<file path="src/rtl/ffba_pkg.sv">
// Shared types, constants and helpers for the first-fit boundary-tag allocator.
package ffba_pkg;

    localparam int HEAP_GRANULES = 4096;
    localparam int GRANULE_BYTES = 16;
    localparam int AW = $clog2(HEAP_GRANULES);
    localparam int GSHIFT = $clog2(GRANULE_BYTES);
    localparam int BYTES_W = 16;
    localparam int WANT_W = BYTES_W + 1;

    typedef enum logic [1:0] {
        ST_LAST  = 2'd0,
        ST_FREE  = 2'd1,
        ST_INUSE = 2'd2
    } tag_status_t;

    typedef enum logic {
        OP_ALLOC = 1'b0,
        OP_FREE  = 1'b1
    } op_t;

    typedef struct packed {
        logic [AW-1:0] size;
        logic [AW-1:0] prev;
        tag_status_t   status;
    } header_t;

    typedef struct packed {
        logic          en;
        logic          we;
        logic [AW-1:0] addr;
        header_t       wdata;
    } mem_req_t;

    typedef struct packed {
        op_t               op;
        logic [WANT_W-1:0] want;
        logic [AW-1:0]     target;
        logic              null_free;
    } cmd_t;

    typedef struct packed {
        logic [AW-1:0] addr;
        logic          status;
    } res_t;

    typedef enum logic [3:0] {
        S_IDLE,
        S_INIT0,
        S_INIT1,
        S_START,
        S_CHK,
        S_A_NX,
        S_A_W1,
        S_A_W2,
        S_F_NX,
        S_F_AF,
        S_F_W1,
        S_F_W2,
        S_DONE
    } walk_state_t;

    // Index of the header that follows header h; one bit wider to flag the heap end.
    function automatic logic [AW:0] follow_hdr(logic [AW-1:0] h, logic [AW-1:0] sz);
        return {1'b0, h} + {{AW{1'b0}}, 1'b1} + {1'b0, sz};
    endfunction

    function automatic logic past_end(logic [AW:0] idx);
        return idx >= (AW+1)'(HEAP_GRANULES);
    endfunction

endpackage

</file>
<file path="src/rtl/ffba_walk.sv">
// Header walk sequencer: lays out the heap, runs first-fit allocate and merging free.
module ffba_walk
    import ffba_pkg::*;
(
    input  logic     clk,
    input  logic     rst_n,
    input  logic     start,
    input  cmd_t     cmd,
    input  logic     take,
    output logic     idle,
    output logic     done,
    output res_t     res,
    output mem_req_t mem_req,
    input  header_t  rdata
);

    walk_state_t   state_reg, state_next;
    logic          started_reg, started_next;
    cmd_t          cmd_reg, cmd_next;
    logic [AW-1:0] h_reg, h_next;
    logic [AW-1:0] ph_addr_reg, ph_addr_next;
    header_t       ph_reg, ph_next;
    logic          has_prev_reg, has_prev_next;
    header_t       m_reg, m_next;
    logic [AW-1:0] fin_reg, fin_next;
    header_t       finh_reg, finh_next;
    logic [AW-1:0] msz_reg, msz_next;
    logic [AW-1:0] val_reg, val_next;
    logic          mnext_reg, mnext_next;
    res_t          res_reg, res_next;

    logic [AW:0]   nxt;
    logic [AW:0]   aft;
    logic [AW-1:0] mid_size;
    logic [AW-1:0] new_psz;
    logic [WANT_W-1:0] size_ext;

    always_ff @(posedge clk or negedge rst_n)
    begin
        if (!rst_n)
        begin
            state_reg   <= S_IDLE;
            started_reg <= 1'b0;
        end
        else
        begin
            state_reg   <= state_next;
            started_reg <= started_next;
        end
    end

    always_ff @(posedge clk)
    begin
        cmd_reg      <= cmd_next;
        h_reg        <= h_next;
        ph_addr_reg  <= ph_addr_next;
        ph_reg       <= ph_next;
        has_prev_reg <= has_prev_next;
        m_reg        <= m_next;
        fin_reg      <= fin_next;
        finh_reg     <= finh_next;
        msz_reg      <= msz_next;
        val_reg      <= val_next;
        mnext_reg    <= mnext_next;
        res_reg      <= res_next;
    end

    assign nxt      = follow_hdr(h_reg, rdata.size);
    assign aft      = follow_hdr(fin_reg, rdata.size);
    assign size_ext = {{(WANT_W-AW){1'b0}}, rdata.size};
    assign mid_size = m_reg.size - cmd_reg.want[AW-1:0] - {{(AW-1){1'b0}}, 1'b1};
    assign new_psz  = ph_reg.size + msz_reg + {{(AW-1){1'b0}}, 1'b1};

    assign idle = (state_reg == S_IDLE);
    assign done = (state_reg == S_DONE);
    assign res  = res_reg;

    always_comb
    begin
        state_next    = state_reg;
        started_next  = started_reg;
        cmd_next      = cmd_reg;
        h_next        = h_reg;
        ph_addr_next  = ph_addr_reg;
        ph_next       = ph_reg;
        has_prev_next = has_prev_reg;
        m_next        = m_reg;
        fin_next      = fin_reg;
        finh_next     = finh_reg;
        msz_next      = msz_reg;
        val_next      = val_reg;
        mnext_next    = mnext_reg;
        res_next      = res_reg;
        mem_req       = '0;

        case (state_reg)
            S_IDLE:
            begin
                if (start)
                begin
                    cmd_next   = cmd;
                    state_next = started_reg ? S_START : S_INIT0;
                end
            end
            S_INIT0:
            begin
                mem_req.en           = 1'b1;
                mem_req.we           = 1'b1;
                mem_req.addr         = '0;
                mem_req.wdata.size   = AW'(HEAP_GRANULES - 2);
                mem_req.wdata.prev   = '0;
                mem_req.wdata.status = ST_FREE;
                state_next           = S_INIT1;
            end
            S_INIT1:
            begin
                mem_req.en           = 1'b1;
                mem_req.we           = 1'b1;
                mem_req.addr         = AW'(HEAP_GRANULES - 1);
                mem_req.wdata.size   = '0;
                mem_req.wdata.prev   = AW'(HEAP_GRANULES - 2);
                mem_req.wdata.status = ST_LAST;
                started_next         = 1'b1;
                state_next           = S_START;
            end
            S_START:
            begin
                res_next = '0;
                if (cmd_reg.op == OP_FREE && cmd_reg.null_free)
                begin
                    state_next = S_DONE;
                end
                else
                begin
                    mem_req.en    = 1'b1;
                    mem_req.addr  = '0;
                    h_next        = '0;
                    has_prev_next = 1'b0;
                    state_next    = S_CHK;
                end
            end
            S_CHK:
            begin
                if (rdata.status == ST_LAST)
                begin
                    res_next.status = (cmd_reg.op == OP_ALLOC);
                    state_next      = S_DONE;
                end
                else if (cmd_reg.op == OP_ALLOC)
                begin
                    if (rdata.status == ST_FREE && size_ext == cmd_reg.want)
                    begin
                        mem_req.en           = 1'b1;
                        mem_req.we           = 1'b1;
                        mem_req.addr         = h_reg;
                        mem_req.wdata        = rdata;
                        mem_req.wdata.status = ST_INUSE;
                        res_next.addr        = h_reg + {{(AW-1){1'b0}}, 1'b1};
                        state_next           = S_DONE;
                    end
                    else if (past_end(nxt))
                    begin
                        res_next.status = 1'b1;
                        state_next      = S_DONE;
                    end
                    else
                    begin
                        mem_req.en   = 1'b1;
                        mem_req.addr = nxt[AW-1:0];
                        if (rdata.status == ST_FREE && size_ext > cmd_reg.want)
                        begin
                            m_next     = rdata;
                            fin_next   = nxt[AW-1:0];
                            state_next = S_A_NX;
                        end
                        else
                        begin
                            h_next = nxt[AW-1:0];
                        end
                    end
                end
                else
                begin
                    if (h_reg == cmd_reg.target)
                    begin
                        if (rdata.status != ST_INUSE || past_end(nxt))
                        begin
                            state_next = S_DONE;
                        end
                        else
                        begin
                            mem_req.en   = 1'b1;
                            mem_req.addr = nxt[AW-1:0];
                            m_next       = rdata;
                            fin_next     = nxt[AW-1:0];
                            state_next   = S_F_NX;
                        end
                    end
                    else if (past_end(nxt))
                    begin
                        state_next = S_DONE;
                    end
                    else
                    begin
                        ph_next       = rdata;
                        ph_addr_next  = h_reg;
                        has_prev_next = 1'b1;
                        mem_req.en    = 1'b1;
                        mem_req.addr  = nxt[AW-1:0];
                        h_next        = nxt[AW-1:0];
                    end
                end
            end
            S_A_NX:
            begin
                finh_next            = rdata;
                mem_req.en           = 1'b1;
                mem_req.we           = 1'b1;
                mem_req.addr         = h_reg + cmd_reg.want[AW-1:0] + {{(AW-1){1'b0}}, 1'b1};
                mem_req.wdata.size   = mid_size;
                mem_req.wdata.prev   = cmd_reg.want[AW-1:0];
                mem_req.wdata.status = ST_FREE;
                state_next           = S_A_W1;
            end
            S_A_W1:
            begin
                mem_req.en         = 1'b1;
                mem_req.we         = 1'b1;
                mem_req.addr       = fin_reg;
                mem_req.wdata      = finh_reg;
                mem_req.wdata.prev = mid_size;
                state_next         = S_A_W2;
            end
            S_A_W2:
            begin
                mem_req.en           = 1'b1;
                mem_req.we           = 1'b1;
                mem_req.addr         = h_reg;
                mem_req.wdata.size   = cmd_reg.want[AW-1:0];
                mem_req.wdata.prev   = m_reg.prev;
                mem_req.wdata.status = ST_INUSE;
                res_next.addr        = h_reg + {{(AW-1){1'b0}}, 1'b1};
                state_next           = S_DONE;
            end
            S_F_NX:
            begin
                if (rdata.status == ST_FREE)
                begin
                    if (past_end(aft))
                    begin
                        state_next = S_DONE;
                    end
                    else
                    begin
                        msz_next     = m_reg.size + rdata.size + {{(AW-1){1'b0}}, 1'b1};
                        mnext_next   = 1'b1;
                        fin_next     = aft[AW-1:0];
                        mem_req.en   = 1'b1;
                        mem_req.addr = aft[AW-1:0];
                        state_next   = S_F_AF;
                    end
                end
                else
                begin
                    msz_next   = m_reg.size;
                    mnext_next = 1'b0;
                    finh_next  = rdata;
                    state_next = S_F_W1;
                end
            end
            S_F_AF:
            begin
                finh_next  = rdata;
                state_next = S_F_W1;
            end
            S_F_W1:
            begin
                mem_req.en = 1'b1;
                mem_req.we = 1'b1;
                if (has_prev_reg && ph_reg.status == ST_FREE)
                begin
                    mem_req.addr       = ph_addr_reg;
                    mem_req.wdata      = ph_reg;
                    mem_req.wdata.size = new_psz;
                    val_next           = new_psz;
                    state_next         = S_F_W2;
                end
                else
                begin
                    mem_req.addr         = h_reg;
                    mem_req.wdata.size   = msz_reg;
                    mem_req.wdata.prev   = m_reg.prev;
                    mem_req.wdata.status = ST_FREE;
                    val_next             = msz_reg;
                    state_next           = mnext_reg ? S_F_W2 : S_DONE;
                end
            end
            S_F_W2:
            begin
                mem_req.en         = 1'b1;
                mem_req.we         = 1'b1;
                mem_req.addr       = fin_reg;
                mem_req.wdata      = finh_reg;
                mem_req.wdata.prev = val_reg;
                state_next         = S_DONE;
            end
            S_DONE:
            begin
                if (take)
                begin
                    state_next = S_IDLE;
                end
            end
            default:
            begin
                state_next = S_IDLE;
            end
        endcase
    end

endmodule

</file>
<file path="config.mk">
export PLATFORM = sky130hd
export DESIGN_NAME = ffba_walk
export DESIGN_NICKNAME = d
export VERILOG_FILES = /design/src/rtl/ffba_pkg.sv /design/src/rtl/ffba_walk.sv
export SDC_FILE = /design/constraint.sdc
export NUM_CORES = 1
export LEC_CHECK = 0
export BUFFER_PORTS_ARGS = -buffer_cell sky130_fd_sc_hd__buf_4
export CORE_MARGIN = 2
export CORE_UTILIZATION = 55
export CTS_BUF_LIST = sky130_fd_sc_hd__clkbuf_16
export DETAILED_ROUTE_END_ITERATION = 7
export PLACE_DENSITY = 0.85
export SYNTH_ARGS = -nofsm -noshare
export SYNTH_HDL_FRONTEND = slang
export SYNTH_SLANG_ARGS = --single-unit
</file>
<file path="constraint.sdc">
create_clock -name clk -period 5.66 [get_ports clk]
set_input_delay 1.132 -clock clk [delete_from_list [all_inputs] [get_ports clk]]
set_output_delay 1.132 -clock clk [all_outputs]
set_load 0.005 [all_outputs]
</file>
* Word level (Yosys, flattened, before mapping) *
Cells that the tools add are included.

word-level totals
  bits in registers = 175
  latch bits = 0
  memory bits (writable) = 0
  memory bits (read-only) = 0
  bits of input ports = 61
  output and inout bits = 55
  word-level logic and storage cells = 202
  memories kept = 0

cells by class
  $add $sub $neg = 13
  multiply operators = 0
  div/mod/pow operators = 0
  $lt $le $gt $ge = 3
  eq/ne operators = 46
  shift-type cells = 0
  mux-type cells = 87
  bitwise gates (word level) = 4
  reduce and logical (&&, ||, !) cells = 27

operators by type and width
  cell                                                        count
  two-way mux 12 bit                                          29
  two-way mux 26 bit                                          9
  case mux 26 bit (8 select lines)                            1
  case mux 12 bit (7 select lines)                            1
  case mux 26 bit (2 select lines)                            1
  adder 12 x 1 -> 12 bit (second input constant)              4
  case mux 12 bit (2 select lines)                            2
  case mux 4 bit (12 select lines)                            1
  two-way mux 4 bit                                           11
  two-way mux 40 bit                                          1
  two-way mux 38 bit                                          1
  adder 12 bit                                                3
  case mux 12 bit (3 select lines)                            1
  != test 2 bit (second input constant)                       17
  != test 3 bit (second input constant)                       10
  adder 12 x 1 -> 13 bit (second input constant)              2
  adder 13 x 12 -> 13 bit                                     2
  greater-or-equal comparator 13 bit (second input constant)  2
  equality test 4 bit (second input constant)                 5
  two-way mux 1 bit                                           19
  equality test 12 x 17 -> 1 bit                              1
  greater-than comparator 12 x 17 -> 1 bit                    1
  equality test 4 x 3 -> 1 bit (second input constant)        4
  AND reduction 7 bit                                         2
  other kinds (28)                                            50

* Longest topological paths before layout *
Gate-level depths: netlist of run 1.

  depth after elaboration = 9
  mapped depth = 11
  gate-level depth less buffers = 11

* Worst setup path before layout of run 1 *
No wires, ideal clock.

  path kind = in2reg
  start point = in rdata[14] (netlist name)
  end point = reg m_reg[10] (netlist name) (enable)
  setup time = 440 ps
  arrival time = 4,642 ps
  required time = 5,220 ps
  path slack = 578 ps
  cell stages on the path = 10
  buffers on the path = 0
  path through = inv_1 -> ha_1 -> inv_1 -> fa_1 -> a21oi_1 -> o21ai_2 -> a21oi_4 -> o22ai_2 -> or2_2 -> nor3b_1

on the way
  longest elaborated chain between the ends = 5
  elaborated cells on any way between the ends = 12
  those cells by class = 1 x add/sub; 2 x order compare; 4 x eq/ne; 5 x reduce/logical

RTL lines
  item                                    RTL line          source
  start, declared                         ffba_walk.sv:14   input header_t rdata
  adder 13 x 12 -> 13 bit                 ffba_pkg.sv:65    return {1'b0, h} + {{AW{1'b0}}, 1'b1} + {1'b0, sz};
  greater-or-equal comparator 13 bit      ffba_pkg.sv:69    return idx >= (AW+1)'(HEAP_GRANULES);
  logical OR 1 bit                        ffba_walk.sv:186  if (rdata.status != ST_INUSE || past_end(nxt))
  != test 2 bit (no source line)          -
  AND reduction 7 bit (no source line) *  -
  end signal, assigned                    ffba_walk.sv:59   m_reg <= m_next;
  end, declared                           ffba_walk.sv:24   header_t m_reg, m_next;

Mark *: on every way between the ends. The rest lies on a longest branch, timed or not.
A chain may end at the register's enable or synchronous reset.

==> qor.txt, run 1 <==
status -> completed
drt pass-1 iters -> 6
Mean Syn Cell Area -> 10.2 um2
Power per Cell Area -> 441 nW/um2
final worst path period share -> 90.8%
H-tree lvl count -> 4
number of enable flip-flop cells after synthesis -> 170
RSZ-0062 raised after global routing -> false
DP Wirelength -> 27.6 mm
Worst-Skew Late Latency -> 450 ps
sequential-to-total area share from yosys stat -> 45.0%
leakage power -> 5.38 nW
largest net degree at the start of global routing -> 32
DIE AREA -> 22,300 um2
Post-synth ARST share -> 2.86%
CP max FO -> 8
row cnt -> 53
fin. max-slew vios -> 0
ranking of synthesized cells by area -> edfxtp_1 (44%), ha_1 (8.7%), nand2_1 (3.5%)
vias per cell -> 6.71
DRT Wirelength -> 37.5 mm
maxcap violations -> 0
Clock Skews -> 14.7 ps
Final Hold Vio Count -> 0
Die H -> 149 um
hold-fix buffers at CTS -> 0
# setup viols final -> 0
Min Clock Period, post-route -> 5140 ps
R2R setup slack -> 2010 ps
clk slew on worst S/H paths -> 80 ps
Synth Flop Type -> edfxtp_1
gpl congestion -> 0.982
Peak Freq -> 195 MHz
Clock Sinks -> 175
relative slew slack -> 7.12%
arrival time worst endpoint -> 4010 ps
clock root buffer master -> clkbuf_16
Die X -> 149 um
DP Cell Count -> 1,507
Initial Util -> 55.7%
GRT Residual Overflow -> 0
worst slew pin tran -> 1390 ps
CTS tree -> built
share of layout cells above drive strength 1 -> 15.6%
clock buffer depth -> 2
TritonCTS buffer count -> 17
Port-buffer cells -> 115
Post-DRT Antenna Nets -> 0
DR iter-0 viols -> 1,354
vias in the first global route -> 9,768
area fraction of the dominant cell type after synthesis -> 43.9%
FF-to-FF path depth -> 6
# IOs -> 116
peak supply drop -> 0.259 mV
Multi-input gate area -> 6060 um2
Vias -> 10,300
Antenna Cells -> 0
Net Count, Synth -> 1,286
initial antenna violation count -> 0
Power, Total -> 0.00592 W
final std cells w/o fill -> 1,539
YS warnings -> 0
WL per Instance -> 24.4 um
CTS resizes -> 0
Sequential Area -> 5230 um2
Mapped Cells -> 1,138
crit start category -> input port
critical path required time -> 4530 ps
Hold Path Class -> in2async
Cell Area, Synth -> 11,600 um2
synth unique cells -> 81
GRT Overall Usage -> 33.8%
reg2reg start -> state_reg[2]
post-CTS repair timing setup buffer count -> 0
global-route wire length before repair -> 56.3 mm
nets -> 1,399
Synth area leader -> edfxtp_1
synthesis-stage register bit count -> 175
Area growth syn-to-layout -> 15.5%
Worst setup EP type -> output port
Core Area -> 20,900 um2
sum of negative setup slack -> 0 ps
DRC Markers -> 0
reg2reg end -> ph_reg[14]
flip-flop count of the largest register after layout -> 31
kind of critical path -> in2out
Fillers -> 1,609
==> cell type report <==
class	instances	share of cell area, %
multi-input combinational	873	45.1
sequential	175	38.9
timing repair buffer	137	7.75
clock buffer	17	3.17
tap	275	2.56
inverter	47	1.31
clock inverter	15	1.12
==> critical path, stage by stage <==
cell       delay [ps]
buf_4             140
inv_1             150
ha_1              200
inv_1              60
fa_1              410
a21oi_1           250
o21ai_2           130
a21oi_4           220
o22ai_2           180
a2111oi_2         620
a221o_1           260
a221o_1           130
buf_4             120
==> metal layers <==
metal  wire [um]  global-route usage, %
met3        5060                   7.43
met1       14500                   47.6
met5           0                      0
met2       16700                   51.6
met4        1330                   12.3
==> power by group <==
group / internal (W) / total (W) / switching (W)
Sequential: 0.00171 / 0.00190 / 0.000198
Combinational: 0.00118 / 0.00285 / 0.00167
Clock: 0.000585 / 0.00117 / 0.000581
==> Yosys cell counts, types with 6 or more instances <==
library cell	n
buf_2	8
edfxtp_1	170
or2_2	6
a31oi_1	8
xnor2_1	31
o21a_1	19
and3_1	14
xor2_1	43
a221oi_1	14
nand2_1	107
nand4_1	7
a22oi_1	14
a211oi_1	10
fa_1	6
ha_1	81
or3_1	14
mux2i_1	14
a21o_1	20
a22o_1	9
nor3_1	30
o211ai_1	19
clkbuf_1	31
inv_1	46
nor2_1	96
a221o_1	23
nand2b_1	15
a21oi_1	68
o41ai_1	6
nand3_1	27
o21ai_0	67
nor2b_1	18
==> cells in the final DEF, fill, tap and decap left out, drive strengths merged, types with 15 or more instances in the layout <==
master / instances
nand2: 109
inv: 52
nand2b: 15
edfxtp: 170
nor2: 97
ha: 81
nor3: 31
a21o: 20
clkbuf: 17
o21a: 19
o21ai: 69
buf: 137
nor2b: 18
o211ai: 19
xnor2: 31
xor2: 43
nand3: 27
a21oi: 70
a221o: 23
==> metrics by stage <==
step	hold WS (ps)	worst slack (ps)	area, um2	utilization (%)
3_5_place_dp	458	576	12900	61.5
6_report	470	523	13400	64.3
3_3_place_gp	456	666	12900	61.5
4_1_cts	472	560	13400	64.3
2_1_floorplan	436	578	11600	-
5_1_grt	466	300	13400	64.3
==> worst max-delay path by stage <==
stage | cells past startpoint | startpoint | to | slack [ps]
2_1_floorplan | 10 | rdata[14] | m_reg[10] | 580
3_3_place_gp | 13 | rdata[14] | mem_req[35] | 670
3_5_place_dp | 13 | rdata[14] | mem_req[35] | 580
4_1_cts | 13 | rdata[14] | mem_req[35] | 560
5_1_grt | 13 | rdata[14] | mem_req[35] | 300
6_report | 13 | rdata[14] | mem_req[35] | 520
==> cell families (layout without fill, tap and decap cells) <==
| kind of cell | count (synthesis) | after routing | share of synthesized area, % |
|---|---|---|---|
| compound gates | 331 | 331 | 20.1 |
| xor+xnor | 74 | 74 | 5.58 |
| fa+ha+maj | 87 | 87 | 9.75 |
| buf+inv | 90 | 216 | 2.99 |
| flops | 175 | 175 | 45.0 |
| mux | 16 | 16 | 1.40 |
| simple gates | 365 | 365 | 15.2 |
(Power assumes the default switching activity.)
==> run 2, diff against run 1 <==
- ABC_AREA: default -> 1
==> qor.txt, run 2 <==
internal power -> 0.00353 W (+1.8%)
gpl congestion -> 1.09 (+11%)
commonest cells after routing, fill and taps aside -> nand2_1 (379), inv_1 (177), edfxtp_1 (170), nor2_1 (139), buf_4 (124)
Sequential Area -> 5230 um2 (unchanged)
relative slew slack -> 26.1% (+19 points)
Area growth syn-to-layout -> 13.7%
vias in the first global route -> 11,400 (+16%)
# IOs -> 116 (unchanged)
Clock Sinks -> 175 (unchanged)
commonest non-fill, non-tap cell in the layout -> nand2_1
Net Count, Synth -> 1,675 (+30%)
CP most frequent cell -> nand2_1
drt pass-1 iters -> 6 (unchanged)
Port-buffer cells -> 115 (unchanged)
synth unique cells -> 54 (-33%)
switching share of power -> 44.8% (+3.5 points)
synthesis-stage register bit count -> 175 (unchanged)
Initial Util -> 56.5% (+0.86 points)
GRT Overall Usage -> 37.0% (+3.2 points)
Fillers -> 1,860 (+16%)
area fraction of the dominant cell type after synthesis -> 41.1% (-2.8 points)
Worst-Skew Late Latency -> 450 ps (about the same)
CP Cell Sequence -> inv_1, ha_1, nand4_1, nor2_1, nand3b_1, nand2_1, nand2_1, nand2_1, nand2_1, nand2_1, nand3_1, buf_4
sequential-to-total area share from yosys stat -> 42.1% (-2.8 points)
Final Hold Vio Count -> 0 (unchanged)
largest net degree at the start of global routing -> 39 (+22%)
TritonCTS buffer count -> 17 (unchanged)
Placement Cell Area -> 13,500 um2 (+5.1%)
Reg power frac -> 31.6% (-0.6 points)
crit start category -> register
Antenna Cells -> 0 (unchanged)
Worst setup EP type -> output port
CP max-delay cell -> edfxtp_1
row cnt -> 54 (+1.9%)
status -> completed
clock share of power -> 19.4% (-0.3 points)
global-route wire length before repair -> 65.5 mm (+16%)
H-tree lvl count -> 4 (unchanged)
Logic pwr share -> 48.9% (+0.8 points)
GRT Residual Overflow -> 0 (unchanged)
clock root buffer master -> clkbuf_16
CTS resizes -> 0 (unchanged)
number of enable flip-flop cells after synthesis -> 170 (unchanged)
critical path required time -> 4530 ps (about the same)
peak supply drop -> 0.260 mV (+0.31%)
DP Wirelength -> 33.6 mm (+22%)
flip-flop count of the largest register after layout -> 31 (unchanged)
Mapped Cells -> 1,527 (+34%)
delay-heaviest family, CP -> simple AND/OR/NAND/NOR gates
hold-fix buffers at CTS -> 0 (unchanged)
Commonest cells post-synth -> nand2_1 (379), inv_1 (176), edfxtp_1 (170)
Cell Area, Synth -> 12,400 um2 (+6.7%)
kind of critical path -> reg2out
worst stage delay on the critical path -> 670 ps (+50 ps)
final worst path period share -> 79.9% (-11 points)
Power per Cell Area -> 454 nW/um2 (+3.0%)
DRC Markers -> 0 (unchanged)
worst hold margin -> 469 ps (-1.17 ps)
Synth area leader -> edfxtp_1
DIE AREA -> 23,800 um2 (+6.6%)
Core Area -> 22,000 um2 (+5.1%)
Die H -> 154 um (+3.2%)
arrival time worst endpoint -> 3390 ps (-620 ps)
Peak Freq -> 221 MHz (+14%)
sum of negative setup slack -> 0 ps (unchanged)
worst slew pin tran -> 1100 ps (-287 ps)
Min Clock Period, post-route -> 4520 ps (-614 ps)
RSZ-0062 raised after global routing -> false
clk slew on worst S/H paths -> 70 ps (about the same)
most common cell in the netlist -> nand2_1
DRT Wirelength -> 44.0 mm (+17%)
Post-DRT Antenna Nets -> 0 (unchanged)
leakage power -> 6.25 nW (+16%)
fin. max-slew vios -> 0 (unchanged)
Synth Flop Type -> edfxtp_1
maxcap violations -> 0 (unchanged)
initial antenna violation count -> 0 (unchanged)
vias per cell -> 6.20 (-7.7%)
CP max FO -> 5 (-3)
share of layout cells above drive strength 1 -> 13.1% (-2.5 points)
nets -> 1,788 (+28%)
Die X -> 154 um (+3.2%)
WL per Instance -> 22.8 um (-6.6%)
Multi-input gate area -> 6290 um2 (+3.7%)
# setup viols final -> 0 (unchanged)
Vias -> 12,000 (+16%)
Mean Syn Cell Area -> 8.13 um2 (-20%)
Clock Skews -> 11.8 ps (-2.83 ps)
CTS tree -> built
design area -> 14,100 um2 (+5.1%)
NetSw -> 0.00287 W (+17%)
DR iter-0 viols -> 1,543 (+14%)
Post-synth ARST share -> 2.86% (unchanged)
ranking of synthesized cells by area -> edfxtp_1 (41%), nand2_1 (11%), ha_1 (8.2%)
Hold Path Class -> in2async
post-CTS repair timing setup buffer count -> 0 (unchanged)
YS warnings -> 0 (unchanged)
CP bufs+invs -> 2 (-2)
clock buffer depth -> 2 (unchanged)
run 2: layer usage:
metal  wire [um]  vias to the layer above  track usage [%]
met1       16200                     5495             46.0
met4        2820                        0             20.8
li1            -                     5489                -
met3        4930                      184             9.05
met2       20000                      807             59.5
met5           0                        -                0
run 2: cells by family (layout without fill, tap and decap cells):
logic type	Yosys count	in the layout	synth area share [%]
buffers and inverters	219	345	7.25
DFF	175	175	42.1
and+or+nand+nor	745	745	26.4
AOI/OAI and AO/OA	268	268	12.8
adders and majority gates	87	87	9.14
xor gates and xnor gates	33	33	2.33
run 2: power groups by stage:
| stage | logic (W) | registers, W | clock network [W] |
|---|---|---|---|
| finish | 0.00313 | 0.00203 | 0.00125 |
| floorplan | 0.00192 | 0.00189 | 0 |
| detailed placement | 0.00304 | 0.00204 | 0 |
| CTS | 0.00306 | 0.00201 | 0.00124 |
| global placement | 0.00300 | 0.00203 | 0 |
| global route | 0.00340 | 0.00203 | 0.00129 |
run 2: worst paths after layout:
check / depth (start not counted) / to / startpoint / slack (ps)
min in group clk: 2 / started_reg / started_reg / 480
max in group asynchronous: 1 / state_reg[1] / rst_n / 5090
hold reg to reg: 2 / started_reg / started_reg / 480
hold / removal: 1 / state_reg[3] / rst_n / 470
setup reg to reg: 11 / m_reg[24] / cmd_reg[24] / 2340
setup / recovery: 12 / mem_req[33] / cmd_reg[24] / 1140
run 2: final cells by class:
| cell class | count | share of cell area (%) |
|---|---|---|
| clock buffer | 17 | 3.01 |
| clock inverter | 15 | 1.23 |
| inverter | 189 | 5.05 |
| multi-input combinational | 1133 | 44.6 |
| sequential | 175 | 37.1 |
| tap | 280 | 2.48 |
| timing repair buffer | 124 | 6.60 |
run 2: stage by stage:
| step | setup slack (ps) | cells | power (W) | utilization (%) |
|---|---|---|---|---|
| after global routing | 989 | 1933 | 0.00672 | 64.3 |
| after detailed placement | 1200 | 1901 | 0.00508 | 61.5 |
| final | 1140 | 1933 | 0.00640 | 64.3 |
| after floorplan | 1720 | 1527 | 0.00380 | - |
| after CTS | 1200 | 1933 | 0.00631 | 64.3 |
| after global placement | 1250 | 1901 | 0.00504 | 61.5 |
run 2: worst register-to-register path: stages (launching register included):
cell and delay [ps]:
edfxtp_1 670, inv_1 300, ha_1 440, nand2_1 90, nor3_1 240, nand3b_1 100
nand3_1 90, nand3_1 290, nand2_1 190, nand2_1 80, nor2_2 70, buf_4 380
==> run 3, diff against run 2 <==
- ABC_AREA: 1 -> 0
- clock period: 5.66 -> 4.4 ns (I/O delays scaled with it)
==> qor.txt, run 3 (synthesis gave the netlist of run 1 again) <==
status -> finished, violations left
failing checks -> design-rule violations
CP max FO -> 8 (+3)
R2R setup slack -> 1180 ps (-1160 ps)
initial antenna violation count -> 0 (unchanged)
Clock Skews -> 11.2 ps (-0.628 ps)
Setup crit end -> mem_req[36]
Area growth syn-to-layout -> 18.3%
share of layout cells above drive strength 1 -> 18.5% (+5.4 points)
DIE AREA -> 22,300 um2 (-6.2%)
commonest non-fill, non-tap cell in the layout -> edfxtp_1
WL per Instance -> 24.9 um (+9.3%)
DRT Wirelength -> 39.1 mm (-11%)
# IOs -> 116 (unchanged)
Power per Cell Area -> 564 nW/um2 (+24%)
Core Area -> 20,900 um2 (-4.9%)
worst slew pin tran -> 1150 ps (+52.8 ps)
Antenna Cells -> 0 (unchanged)
Die X -> 149 um (-3.1%)
reg2reg end -> fin_reg[3]
Final Hold Vio Count -> 0 (unchanged)
CP startpoint -> cmd_reg[22]
clock root buffer master -> clkbuf_16
fin. max-slew vios -> 0 (unchanged)
Initial Util -> 55.7% (-0.86 points)
gpl congestion -> 1.00 (-7.8%)
kind of critical path -> reg2out
maxcap violations -> 0 (unchanged)
relative slew slack -> 22.9% (-3.2 points)
Worst setup EP type -> output port
crit start category -> register
Vias -> 10,500 (-13%)
Hold Path Class -> in2async
Port-buffer cells -> 115 (unchanged)
Layout Utilization -> 65.8% (+1.6 points)
vias per cell -> 6.66 (+7.5%)
TritonCTS buffer count -> 17 (unchanged)
leakage power -> 5.55 nW (-11%)
FF-to-FF path depth -> 12 (+1)
arrival time worst endpoint -> 3430 ps (+40 ps)
DP Wirelength -> 28.9 mm (-14%)
DR iter-0 viols -> 1,489 (-3.5%)
reg2reg start -> fin_reg[0]
GRT Residual Overflow -> 0 (unchanged)
largest net degree at the start of global routing -> 39 (unchanged)
Post-DRT Antenna Nets -> 0 (unchanged)
global-route wire length before repair -> 58.7 mm (-10%)
drt pass-1 iters -> 8 (+2)
CTS tree -> built
sum of negative setup slack -> 0 ps (unchanged)
H-tree lvl count -> 4 (unchanged)
final worst path period share -> 98.1%
flip-flop count of the largest register after layout -> 31 (unchanged)
Peak Freq -> 232 MHz
peak supply drop -> 0.348 mV (+34%)
critical path required time -> 3520 ps (-1010 ps)
commonest cells after routing, fill and taps aside -> edfxtp_1 (170), buf_4 (167), nand2_1 (107), nor2_1 (94), ha_1 (81)
Clock Sinks -> 175 (unchanged)
GRT Overall Usage -> 35.5% (-1.5 points)
Power, Total -> 0.00776 W (+21%)
Die H -> 149 um (-3.1%)
clock buffer depth -> 2 (unchanged)
nets -> 1,431 (-20%)
RSZ-0062 raised after global routing -> false
clk slew on worst S/H paths -> 70 ps (about the same)
row cnt -> 53 (-1.9%)
Min Clock Period, post-route -> 4310 ps
# setup viols final -> 0 (unchanged)
vias in the first global route -> 9,892 (-13%)
DRC Markers -> 1 (+1)
Worst-Skew Late Latency -> 440 ps (about the same)
-- run 3: area by class of cell --
cell class | count | area [um2]
Fill cell | 1643 | 7140
Multi-Input combinational cell | 873 | 6130
Sequential cell | 175 | 5230
Timing Repair Buffer | 169 | 1290
Clock buffer | 17 | 425
Tap cell | 275 | 344
Inverter | 47 | 176
Clock inverter | 15 | 149
-- run 3: worst min path at each step --
stage | depth (start not counted) | startpoint | end
2_1_floorplan | 1 | started_reg | started_reg
3_3_place_gp | 1 | started_reg | started_reg
3_5_place_dp | 1 | started_reg | started_reg
4_1_cts | 1 | rst_n | state_reg[2]
5_1_grt | 1 | rst_n | state_reg[2]
6_report | 1 | rst_n | state_reg[2]
-- run 3: repair_timing --
item | in CTS | in global routing
gates resized for setup | 1 | 12
pin swaps | 0 | 3
hold endpoints to repair | 0 | 0
endpoints found under the setup margin | 3 | 12
setup buffers | 2 | 1
hold buffers | 0 | 0
-- run 3: worst max-delay path: stages (launching register included) --
cell and delay [ps]:
edfxtp_1 620, inv_1 150, ha_1 320, and3_1 190, nand4_1 120, buf_4 180
nor4_4 60, or3_1 510, a221o_1 410, a211o_1 290, buf_4 140
-- run 3: report_power, final --
| group | internal (W) | switching [W] |
|---|---|---|
| clock | 0.000753 | 0.000741 |
| sequential | 0.00219 | 0.000237 |
| combinational | 0.00161 | 0.00222 |
| total | 0.00455 | 0.00320 |
-- run 3: layer usage --
layer	GRT usage, %	up-vias	part of all wire [%]
met2	54.4	765	44
li1	-	4619	-
met1	51.2	4963	40
met4	13.2	0	3.8
met3	5.38	116	12
met5	0	-	0
-- run 3: per-stage QoR --
stage	instance area, um2	std cells	hold slack, ps	setup slack (ps)
floorplan	11600	1138	436	388
global placement	13100	1536	450	146
finish	13700	1571	228	85.2
global route	13700	1571	219	2.71
detailed placement	13100	1536	454	53.0
CTS	13700	1570	221	35.7
